===== config.mk =====
export PLATFORM = sky130hd
export DESIGN_NAME = arp_cache_responder_flat
export DESIGN_NICKNAME = d
export VERILOG_FILES = /design/src/design/arpc_pkg.sv /design/src/design/arpc_ifs.sv /design/src/design/arp_cache_responder.sv /design/src/flat_wrapper.sv
export SDC_FILE = /design/constraint.sdc
export NUM_CORES = 2
export LEC_CHECK = 0
export BUFFER_PORTS_ARGS = -buffer_cell sky130_fd_sc_hd__buf_2
export CAP_MARGIN = 15
export CORE_ASPECT_RATIO = 0.7
export CORE_MARGIN = 3
export CORE_UTILIZATION = 55
export CTS_CLUSTER_DIAMETER = 50
export CTS_CLUSTER_SIZE = 8
export DETAILED_ROUTE_END_ITERATION = 6
export PLACE_DENSITY_LB_ADDON = 0.2
export REMOVE_ABC_BUFFERS = 1
export SYNTH_ARGS = -nofsm -noshare
export SYNTH_HDL_FRONTEND = slang
export SYNTH_SLANG_ARGS = --single-unit

===== constraint.sdc =====
create_clock -name clk -period 11.1 [get_ports clk]
set_input_delay 1.665 -clock clk [delete_from_list [all_inputs] [get_ports clk]]
set_output_delay 1.665 -clock clk [all_outputs]
set_load 0.03 [all_outputs]

===== src/design/arpc_pkg.sv =====
package arpc_pkg;

  localparam int ENTRIES   = 16;
  localparam int IDX_W     = $clog2(ENTRIES);
  localparam int CNT_W     = $clog2(ENTRIES + 1);
  localparam int MIN_FRAME = 42;

  localparam int IP_W     = 32;
  localparam int MAC_W    = 48;
  localparam int OPCODE_W = 16;
  localparam int FLEN_W   = 12;
  localparam int KIND_W   = 2;
  localparam int STATUS_W = 3;
  localparam int CFG_IDX_W  = 2;
  localparam int CFG_DATA_W = 48;

  localparam logic [OPCODE_W-1:0] ARP_OP_REQUEST = 16'd1;

  localparam logic [KIND_W-1:0] KIND_FRAME  = 2'd0;
  localparam logic [KIND_W-1:0] KIND_ADD    = 2'd1;
  localparam logic [KIND_W-1:0] KIND_LOOKUP = 2'd2;

  localparam logic [STATUS_W-1:0] ST_UPDATED  = 3'd0;
  localparam logic [STATUS_W-1:0] ST_INSERTED = 3'd1;
  localparam logic [STATUS_W-1:0] ST_FULL     = 3'd2;
  localparam logic [STATUS_W-1:0] ST_IGNORED  = 3'd3;
  localparam logic [STATUS_W-1:0] ST_LOOKUP   = 3'd4;

  localparam logic [CFG_IDX_W-1:0] CFG_OWN_IP  = 2'd0;
  localparam logic [CFG_IDX_W-1:0] CFG_GATEWAY = 2'd1;
  localparam logic [CFG_IDX_W-1:0] CFG_OWN_MAC = 2'd2;

endpackage


===== src/design/arpc_ifs.sv =====
interface arpc_in_if;
  logic                            valid;
  logic                            ready;
  logic [arpc_pkg::KIND_W-1:0]     kind;
  logic [arpc_pkg::IP_W-1:0]       addr;
  logic [arpc_pkg::MAC_W-1:0]      hw_addr;
  logic [arpc_pkg::OPCODE_W-1:0]   arp_opcode;
  logic [arpc_pkg::IP_W-1:0]       target_addr;
  logic [arpc_pkg::FLEN_W-1:0]     frame_length;

  modport source (output valid, kind, addr, hw_addr, arp_opcode, target_addr, frame_length,
                  input ready);
  modport sink (input valid, kind, addr, hw_addr, arp_opcode, target_addr, frame_length,
                output ready);
endinterface

interface arpc_out_if;
  logic                            valid;
  logic                            ready;
  logic [arpc_pkg::STATUS_W-1:0]   status;
  logic                            found;
  logic [arpc_pkg::MAC_W-1:0]      found_hw_addr;
  logic                            reply_valid;
  logic [arpc_pkg::MAC_W-1:0]      reply_dest_hw_addr;
  logic [arpc_pkg::IP_W-1:0]       reply_target_addr;

  modport source (output valid, status, found, found_hw_addr, reply_valid,
                  reply_dest_hw_addr, reply_target_addr, input ready);
  modport sink (input valid, status, found, found_hw_addr, reply_valid,
                reply_dest_hw_addr, reply_target_addr, output ready);
endinterface

interface arpc_cfg_if;
  logic                              valid;
  logic                              ready;
  logic [arpc_pkg::CFG_IDX_W-1:0]    reg_index;
  logic [arpc_pkg::CFG_DATA_W-1:0]   data;

  modport source (output valid, reg_index, data, input ready);
  modport sink (input valid, reg_index, data, output ready);
endinterface


===== src/design/arp_cache_responder.sv =====
// ARP cache responder: a table of IPv4-to-MAC pairs, filled in arrival order.
// The in_if channel carries one item per transaction: a received ARP frame, a
// static add or a lookup. The out_if channel returns exactly one result per
// item, in order. The cfg_if channel writes own IP, gateway address and own MAC
// and is always ready; the user must write it only while the block is idle,
// which the block itself does not enforce. After an item is taken, one shared
// comparator walks the stored entries one per cycle through a registered table
// read and stops at the first match. An ignored item skips the scan. When the
// scan ends, the result goes into the output register once that register is
// free; in_if is ready only in the idle state, so not during the scan. The
// result is held in an output register, so the next item may be taken while it
// waits; if the receiver still stalls when the following result is ready, the
// block holds that result and stays busy until the register frees.
// Synchronous reset empties the table and clears the configuration registers.
module arp_cache_responder (
  input  logic         clk,
  input  logic         rst_n,
  arpc_in_if.sink      in_if,
  arpc_out_if.source   out_if,
  arpc_cfg_if.sink     cfg_if
);

  typedef enum logic [1:0] {
    S_IDLE,
    S_SCAN,
    S_RESOLVE
  } state_t;

  localparam logic [arpc_pkg::CNT_W-1:0] FULL_COUNT = arpc_pkg::CNT_W'(arpc_pkg::ENTRIES);

  logic [arpc_pkg::IP_W-1:0]  entry_ip  [arpc_pkg::ENTRIES];
  logic [arpc_pkg::MAC_W-1:0] entry_mac [arpc_pkg::ENTRIES];
  logic [arpc_pkg::IP_W-1:0]  rd_ip_r;
  logic [arpc_pkg::MAC_W-1:0] rd_mac_r;

  logic                        mem_we;
  logic [arpc_pkg::IDX_W-1:0]  mem_waddr;

  logic [arpc_pkg::IP_W-1:0]  own_ip_r;
  logic [arpc_pkg::IP_W-1:0]  gateway_r;
  logic [arpc_pkg::MAC_W-1:0] own_mac_r;

  state_t                        state_r, state_nxt;
  logic [arpc_pkg::CNT_W-1:0]    count_r, count_nxt;
  logic [arpc_pkg::CNT_W-1:0]    scan_idx_r, scan_idx_nxt;
  logic                          pend_r, pend_nxt;
  logic [arpc_pkg::IDX_W-1:0]    pend_idx_r, pend_idx_nxt;
  logic                          hit_r, hit_nxt;
  logic [arpc_pkg::IDX_W-1:0]    hit_idx_r, hit_idx_nxt;
  logic [arpc_pkg::MAC_W-1:0]    hit_mac_r, hit_mac_nxt;

  logic [arpc_pkg::KIND_W-1:0]   kind_r, kind_nxt;
  logic [arpc_pkg::IP_W-1:0]     addr_r, addr_nxt;
  logic [arpc_pkg::MAC_W-1:0]    hw_r, hw_nxt;
  logic                          ignore_r, ignore_nxt;
  logic                          reply_r, reply_nxt;

  logic                            out_valid_r, out_valid_nxt;
  logic [arpc_pkg::STATUS_W-1:0]   out_status_r, out_status_nxt;
  logic                            out_found_r, out_found_nxt;
  logic [arpc_pkg::MAC_W-1:0]      out_found_mac_r, out_found_mac_nxt;
  logic                            out_reply_r, out_reply_nxt;
  logic [arpc_pkg::MAC_W-1:0]      out_reply_mac_r, out_reply_mac_nxt;
  logic [arpc_pkg::IP_W-1:0]       out_reply_ip_r, out_reply_ip_nxt;

  logic in_fire;
  logic slot_free;
  logic addr_match;
  logic frame_ok;

  assign in_if.ready  = (state_r == S_IDLE);
  assign in_fire      = in_if.valid && in_if.ready;
  assign cfg_if.ready = 1'b1;
  assign slot_free    = !out_valid_r || out_if.ready;
  assign addr_match   = (rd_ip_r == addr_r);

  assign frame_ok = (in_if.frame_length >= arpc_pkg::FLEN_W'(arpc_pkg::MIN_FRAME)) &&
                    (in_if.addr != gateway_r);

  assign out_if.valid              = out_valid_r;
  assign out_if.status             = out_status_r;
  assign out_if.found              = out_found_r;
  assign out_if.found_hw_addr      = out_found_mac_r;
  assign out_if.reply_valid        = out_reply_r;
  assign out_if.reply_dest_hw_addr = out_reply_mac_r;
  assign out_if.reply_target_addr  = out_reply_ip_r;

  always_ff @(posedge clk) begin
    if (!rst_n) begin
      own_ip_r  <= '0;
      gateway_r <= '0;
      own_mac_r <= '0;
    end else if (cfg_if.valid) begin
      case (cfg_if.reg_index)
        arpc_pkg::CFG_OWN_IP:  own_ip_r  <= cfg_if.data[arpc_pkg::IP_W-1:0];
        arpc_pkg::CFG_GATEWAY: gateway_r <= cfg_if.data[arpc_pkg::IP_W-1:0];
        arpc_pkg::CFG_OWN_MAC: own_mac_r <= cfg_if.data[arpc_pkg::MAC_W-1:0];
        default: ;
      endcase
    end
  end

  always_ff @(posedge clk) begin
    rd_ip_r  <= entry_ip[scan_idx_r[arpc_pkg::IDX_W-1:0]];
    rd_mac_r <= entry_mac[scan_idx_r[arpc_pkg::IDX_W-1:0]];
    if (mem_we) begin
      entry_ip[mem_waddr]  <= addr_r;
      entry_mac[mem_waddr] <= hw_r;
    end
  end

  always_comb begin
    state_nxt         = state_r;
    count_nxt         = count_r;
    scan_idx_nxt      = scan_idx_r;
    pend_nxt          = 1'b0;
    pend_idx_nxt      = pend_idx_r;
    hit_nxt           = hit_r;
    hit_idx_nxt       = hit_idx_r;
    hit_mac_nxt       = hit_mac_r;
    kind_nxt          = kind_r;
    addr_nxt          = addr_r;
    hw_nxt            = hw_r;
    ignore_nxt        = ignore_r;
    reply_nxt         = reply_r;
    out_valid_nxt     = out_valid_r && !out_if.ready;
    out_status_nxt    = out_status_r;
    out_found_nxt     = out_found_r;
    out_found_mac_nxt = out_found_mac_r;
    out_reply_nxt     = out_reply_r;
    out_reply_mac_nxt = out_reply_mac_r;
    out_reply_ip_nxt  = out_reply_ip_r;
    mem_we            = 1'b0;
    mem_waddr         = hit_idx_r;

    case (state_r)
      S_IDLE: begin
        if (in_fire) begin
          kind_nxt     = in_if.kind;
          addr_nxt     = in_if.addr;
          hw_nxt       = in_if.hw_addr;
          ignore_nxt   = (in_if.kind == arpc_pkg::KIND_FRAME) ? !frame_ok :
                         (in_if.kind != arpc_pkg::KIND_ADD) &&
                         (in_if.kind != arpc_pkg::KIND_LOOKUP);
          reply_nxt    = (in_if.kind == arpc_pkg::KIND_FRAME) && frame_ok &&
                         (in_if.arp_opcode == arpc_pkg::ARP_OP_REQUEST) &&
                         (in_if.target_addr == own_ip_r);
          scan_idx_nxt = '0;
          hit_nxt      = 1'b0;
          state_nxt    = ignore_nxt ? S_RESOLVE : S_SCAN;
        end
      end
      S_SCAN: begin
        if (pend_r && addr_match) begin
          hit_nxt     = 1'b1;
          hit_idx_nxt = pend_idx_r;
          hit_mac_nxt = rd_mac_r;
          state_nxt   = S_RESOLVE;
        end else if (scan_idx_r < count_r) begin
          pend_nxt     = 1'b1;
          pend_idx_nxt = scan_idx_r[arpc_pkg::IDX_W-1:0];
          scan_idx_nxt = scan_idx_r + 1'b1;
        end else begin
          state_nxt = S_RESOLVE;
        end
      end
      S_RESOLVE: begin
        if (slot_free) begin
          out_valid_nxt     = 1'b1;
          out_found_nxt     = 1'b0;
          out_found_mac_nxt = '0;
          out_reply_nxt     = reply_r;
          out_reply_mac_nxt = reply_r ? hw_r : '0;
          out_reply_ip_nxt  = reply_r ? addr_r : '0;
          if (ignore_r) begin
            out_status_nxt = arpc_pkg::ST_IGNORED;
          end else if (kind_r == arpc_pkg::KIND_LOOKUP) begin
            out_status_nxt    = arpc_pkg::ST_LOOKUP;
            out_found_nxt     = hit_r;
            out_found_mac_nxt = hit_r ? hit_mac_r : '0;
          end else if (hit_r) begin
            out_status_nxt = arpc_pkg::ST_UPDATED;
            mem_we         = 1'b1;
          end else if (count_r != FULL_COUNT) begin
            out_status_nxt = arpc_pkg::ST_INSERTED;
            mem_we         = 1'b1;
            mem_waddr      = count_r[arpc_pkg::IDX_W-1:0];
            count_nxt      = count_r + 1'b1;
          end else begin
            out_status_nxt = arpc_pkg::ST_FULL;
          end
          state_nxt = S_IDLE;
        end
      end
      default: state_nxt = S_IDLE;
    endcase
  end

  always_ff @(posedge clk) begin
    scan_idx_r      <= scan_idx_nxt;
    pend_idx_r      <= pend_idx_nxt;
    hit_r           <= hit_nxt;
    hit_idx_r       <= hit_idx_nxt;
    hit_mac_r       <= hit_mac_nxt;
    kind_r          <= kind_nxt;
    addr_r          <= addr_nxt;
    hw_r            <= hw_nxt;
    ignore_r        <= ignore_nxt;
    reply_r         <= reply_nxt;
    out_status_r    <= out_status_nxt;
    out_found_r     <= out_found_nxt;
    out_found_mac_r <= out_found_mac_nxt;
    out_reply_r     <= out_reply_nxt;
    out_reply_mac_r <= out_reply_mac_nxt;
    out_reply_ip_r  <= out_reply_ip_nxt;
    if (!rst_n) begin
      state_r     <= S_IDLE;
      count_r     <= '0;
      pend_r      <= 1'b0;
      out_valid_r <= 1'b0;
    end else begin
      state_r     <= state_nxt;
      count_r     <= count_nxt;
      pend_r      <= pend_nxt;
      out_valid_r <= out_valid_nxt;
    end
  end

`ifndef ASSERT_OFF
  a_count_bound: assert property (@(posedge clk) disable iff (!rst_n)
    count_r <= FULL_COUNT)
    else $error("Entry count exceeds the table depth.");

  a_scan_bound: assert property (@(posedge clk) disable iff (!rst_n)
    state_r == S_SCAN |-> scan_idx_r <= count_r)
    else $error("Scan pointer has passed the entry count.");

  a_count_insert: assert property (@(posedge clk) disable iff (!rst_n)
    $past(rst_n) && count_r != $past(count_r) |->
      out_valid_r && out_status_r == arpc_pkg::ST_INSERTED)
    else $error("Entry count changed without an insert result.");

  a_found_lookup: assert property (@(posedge clk) disable iff (!rst_n)
    out_valid_r && out_found_r |-> out_status_r == arpc_pkg::ST_LOOKUP)
    else $error("Hit reported for a transaction that is not a lookup.");
`endif

endmodule

===== src/flat_wrapper.sv =====
// flat-port wrapper written by rule: the top's interface ports become plain ports
module arp_cache_responder_flat 
  (clk, rst_n, in_if_valid, in_if_kind, in_if_addr, in_if_hw_addr, in_if_arp_opcode, in_if_target_addr, in_if_frame_length, in_if_ready, out_if_valid, out_if_status, out_if_found, out_if_found_hw_addr, out_if_reply_valid, out_if_reply_dest_hw_addr, out_if_reply_target_addr, out_if_ready, cfg_if_valid, cfg_if_reg_index, cfg_if_data, cfg_if_ready);
  arpc_in_if in_if_i ();
  arpc_out_if out_if_i ();
  arpc_cfg_if cfg_if_i ();
  input  logic clk;
  input  logic rst_n;
  input wire logic [$bits(in_if_i.valid)-1:0] in_if_valid;
  input wire logic [$bits(in_if_i.kind)-1:0] in_if_kind;
  input wire logic [$bits(in_if_i.addr)-1:0] in_if_addr;
  input wire logic [$bits(in_if_i.hw_addr)-1:0] in_if_hw_addr;
  input wire logic [$bits(in_if_i.arp_opcode)-1:0] in_if_arp_opcode;
  input wire logic [$bits(in_if_i.target_addr)-1:0] in_if_target_addr;
  input wire logic [$bits(in_if_i.frame_length)-1:0] in_if_frame_length;
  output wire logic [$bits(in_if_i.ready)-1:0] in_if_ready;
  output wire logic [$bits(out_if_i.valid)-1:0] out_if_valid;
  output wire logic [$bits(out_if_i.status)-1:0] out_if_status;
  output wire logic [$bits(out_if_i.found)-1:0] out_if_found;
  output wire logic [$bits(out_if_i.found_hw_addr)-1:0] out_if_found_hw_addr;
  output wire logic [$bits(out_if_i.reply_valid)-1:0] out_if_reply_valid;
  output wire logic [$bits(out_if_i.reply_dest_hw_addr)-1:0] out_if_reply_dest_hw_addr;
  output wire logic [$bits(out_if_i.reply_target_addr)-1:0] out_if_reply_target_addr;
  input wire logic [$bits(out_if_i.ready)-1:0] out_if_ready;
  input wire logic [$bits(cfg_if_i.valid)-1:0] cfg_if_valid;
  input wire logic [$bits(cfg_if_i.reg_index)-1:0] cfg_if_reg_index;
  input wire logic [$bits(cfg_if_i.data)-1:0] cfg_if_data;
  output wire logic [$bits(cfg_if_i.ready)-1:0] cfg_if_ready;
  assign in_if_i.valid = in_if_valid;
  assign in_if_i.kind = in_if_kind;
  assign in_if_i.addr = in_if_addr;
  assign in_if_i.hw_addr = in_if_hw_addr;
  assign in_if_i.arp_opcode = in_if_arp_opcode;
  assign in_if_i.target_addr = in_if_target_addr;
  assign in_if_i.frame_length = in_if_frame_length;
  assign in_if_ready = in_if_i.ready;
  assign out_if_valid = out_if_i.valid;
  assign out_if_status = out_if_i.status;
  assign out_if_found = out_if_i.found;
  assign out_if_found_hw_addr = out_if_i.found_hw_addr;
  assign out_if_reply_valid = out_if_i.reply_valid;
  assign out_if_reply_dest_hw_addr = out_if_i.reply_dest_hw_addr;
  assign out_if_reply_target_addr = out_if_i.reply_target_addr;
  assign out_if_i.ready = out_if_ready;
  assign cfg_if_i.valid = cfg_if_valid;
  assign cfg_if_i.reg_index = cfg_if_reg_index;
  assign cfg_if_i.data = cfg_if_data;
  assign cfg_if_ready = cfg_if_i.ready;
  arp_cache_responder u_core (.clk(clk), .rst_n(rst_n), .in_if(in_if_i), .out_if(out_if_i), .cfg_if(cfg_if_i));
endmodule

==> qor.csv <==
metric;value;unit
Setup-failing EPs final;0;
delay-heaviest family, CP;simple AND/OR/NAND/NOR gates;
clock share of power;0.438;
Buf+Inv Stages, Crit Path;3;
ys flop type;edfxtp_1;
Non-Filler Instances;5020;
# clock sinks;1712;
Fin Hold WS;0.379;ns
Final Max Tran Viols;0;
Root Driver;clkbuf_16;
Seq/Total Area, Yosys;0.788;
Placed Area;66600;um2
switch share;0.214;
initial antenna violation count;16;
Total Routed Length;139;mm
critical path's slowest cell;buf_4;
fmax;198;MHz
Synth cell types;45;
cell taking the most area after synthesis;edfxtp_1;
Total GRT Usage;0.238;
Synth Register Bits;1712;
Post-synth ARST share;0;
leak pwr;23.9;nW
Overflow after GRT;0;
Clk Latency, worst-skew pair;0.81;ns
synth top area cells;edfxtp_1 (74%), mux4_2 (14%), dfxtp_1 (4.8%);
drt pass-1 iters;5;
Port Buffers;314;
Overall Power;0.0149;W
Core ar.;113000;um2
RSZ-0062 raised after global routing;no;
Worst VDD drop;0.000176;V
postcts setup bufs;0;
Startpoint Class;primary input;
largest net degree at the start of global routing;151;
Flop pwr share;0.499;
area taken by multi-input logic gates;12700;um2
Max Fanout on Critical Path;41;
Comb pwr share;0.063;
Final Instance Area;73500;um2
RD Place Congestion;0.925;
Post-DP HPWL;72.8;mm
DIE AREA;119000;um2
chip width;411;um
synthesized area;63300;um2
layout cells sized above 1;0.300;
Mapped Cells;2834;
DRT iter0 DRCs;3392;
slew margin rel.;0.247;
CP arrival;5.45;ns
CTS clock-pin slew for the worst setup and hold paths;0.05;ns
Clock Skew;0.0367;ns
Tmin final;5.05;ns
FF+latch area;49900;um2
crit end category;flip-flop;
outcome;complete, no violations;
# nets final;3514;
Int Pwr;0.0117;W
CTS tree;done;
Ports;333;
routed vias/inst;5.95;
vias in the first global route;31500;
critical path type;in -> reg;
htree depth;4;
cell with the most instances after synthesis;edfxtp_1;
CTS hold repair buffers;0;
number of max-cap violations;0;
# fillers;7453;
number of synthesized flops with an enable pin;1559;
CP Cell Sequence;buf_2 > nor2b_1 > nor3_1 > nand2_1 > a22oi_1 > nand2_1 > nor2_4 > buf_4 > buf_4;
power density cells;202;nW/um2
Initial Util;0.558;
number of remaining DRC errors;0;
post-placement worst setup slack;5.30;ns
CTS resizes;0;
fin crit share;0.455;
Yosys top cell area share;0.740;
slowest stage delay, CP;0.75;ns
Worst-Margin Slew;1.13;ns
CP Data Required Time;11.50;ns
Die Y;290;um
Cells after DPL;4593;
DR WL/cell;27.8;um
final-report hold violation count;0;
Vias;29900;
sw power;0.00319;W
Post-Synthesis Mean Instance Area;22.3;um2
Hold WC Path Type;reg -> reg;
clock buffer depth;3;
Synth top cells by count;edfxtp_1 (1559), mux4_2 (400), dfxtp_1 (153), nand2_1 (136), and2_1 (88);
# rows;103;
TritonCTS buffer count;233;
ANT nets after route;0;
P&R area growth vs syn;16.2;%
first-pass GRT wire length;206;mm
Setup WS post-layout;6.05;ns
yosys warns;0;
stage by stage:
step | setup TNS (ns) | util
after CTS | 0 | 0.647
after global placement | 0 | 0.587
after floorplan | -239.26 | -
after detailed placement | 0 | 0.587
after global routing | 0 | 0.648
final | 0 | 0.648
worst reg2reg max path, stage by stage (launching register included):
cell and delay [ns]:
dfxtp_1 0.47, inv_1 0.11, ha_1 0.24, and4bb_2 0.25
nor3_1 0.28, nand2_1 0.36, a22oi_1 0.37, nand2_1 0.32
nor2_4 0.68, buf_4 0.58, buf_4 0.76
metal layers:
metal,up-vias,routed length [um],track usage
met1,15700,57400,0.342
met5,-,70,0
met4,12,2660,0.0647
met3,191,12100,0.0574
met2,1324,67200,0.373
li1,12600,-,-
power groups by stage:
stage,combinational (W),clock [W],sequential [W]
CTS,0.000944,0.00664,0.00742
floorplan,0.000731,0,0.00768
detailed placement,0.000939,0,0.00755
finish,0.000930,0.00652,0.00742
global route,0.000998,0.00693,0.00744
global placement,0.000926,0,0.00753
layout by cell type, fill, tap and decap left out, types with 4 or more instances in the layout:
cell and n:
edfxtp_1 1559, buf_4 52, dfxtp_1 153, ha_1 8, inv_1 14, a21boi_0 65, nor3_1 8, nand2_1 136
and3_1 50, nand2b_1 7, o21a_1 4, nor2_1 14, a31oi_1 4, xor2_1 22, clkbuf_1 170, buf_12 5
buf_2 314, a21oi_1 4, xnor2_1 80, nor2_4 19, nor4_1 12, mux4_2 400, clkbuf_16 236, nand4_1 23
nor2b_1 4, and2_1 88
final timing paths:
kind	depth (start not counted)	to	start	slack [ns]
min	0	u_core.hit_mac_r[10]$_DFFE_PP_	u_core.rd_mac_r[10]$_DFF_P_	0.38
max	9	u_core.entry_mac[4][8]$_DFFE_PP_	out_if_ready	6.05
min reg2reg	0	u_core.hit_mac_r[10]$_DFFE_PP_	u_core.rd_mac_r[10]$_DFF_P_	0.38
max reg2reg	10	u_core.entry_mac[4][8]$_DFFE_PP_	u_core.count_r[0]$_SDFFE_PN0P_	6.23
layout make-up:
| type | count | share of cell area |
|---|---|---|
| flip-flops and latches | 1712 | 0.679 |
| multi-input cells | 975 | 0.173 |
| clock buffers | 409 | 0.0896 |
| repair buffers | 373 | 0.0286 |
| well taps | 1522 | 0.0259 |
| clock inverters | 12 | 0.00308 |
| inverters | 14 | 0.000715 |
| diodes | 3 | 0.000102 |
logic make-up (layout without fill, tap and decap cells):
| kind of cell | count (synthesis) | in the layout | share of synthesized area |
|---|---|---|---|
| other | 1 | 4 | 0.0000593 |
| AO/OA/AOI/OAI | 88 | 88 | 0.0102 |
| adder cells (fa/ha/maj) | 8 | 8 | 0.00158 |
| AND/OR/NAND/NOR | 375 | 375 | 0.0305 |
| XOR/XNOR | 102 | 102 | 0.0141 |
| flip-flops | 1712 | 1712 | 0.788 |
| buffers and inverters | 147 | 808 | 0.0126 |
| multiplexers | 401 | 401 | 0.143 |
registers in the layout (all words and copies together), names as in the netlist, 48 cells and up:
register	cells
u_core.out_if.reply_dest_hw_addr	48
u_core.entry_mac	768
u_core.hw_r	48
u_core.hit_mac_r	48
u_core.rd_mac_r	48
u_core.entry_ip	512
u_core.out_if.found_hw_addr	48
No activity file was read; power rests on OpenSTA's default activity.
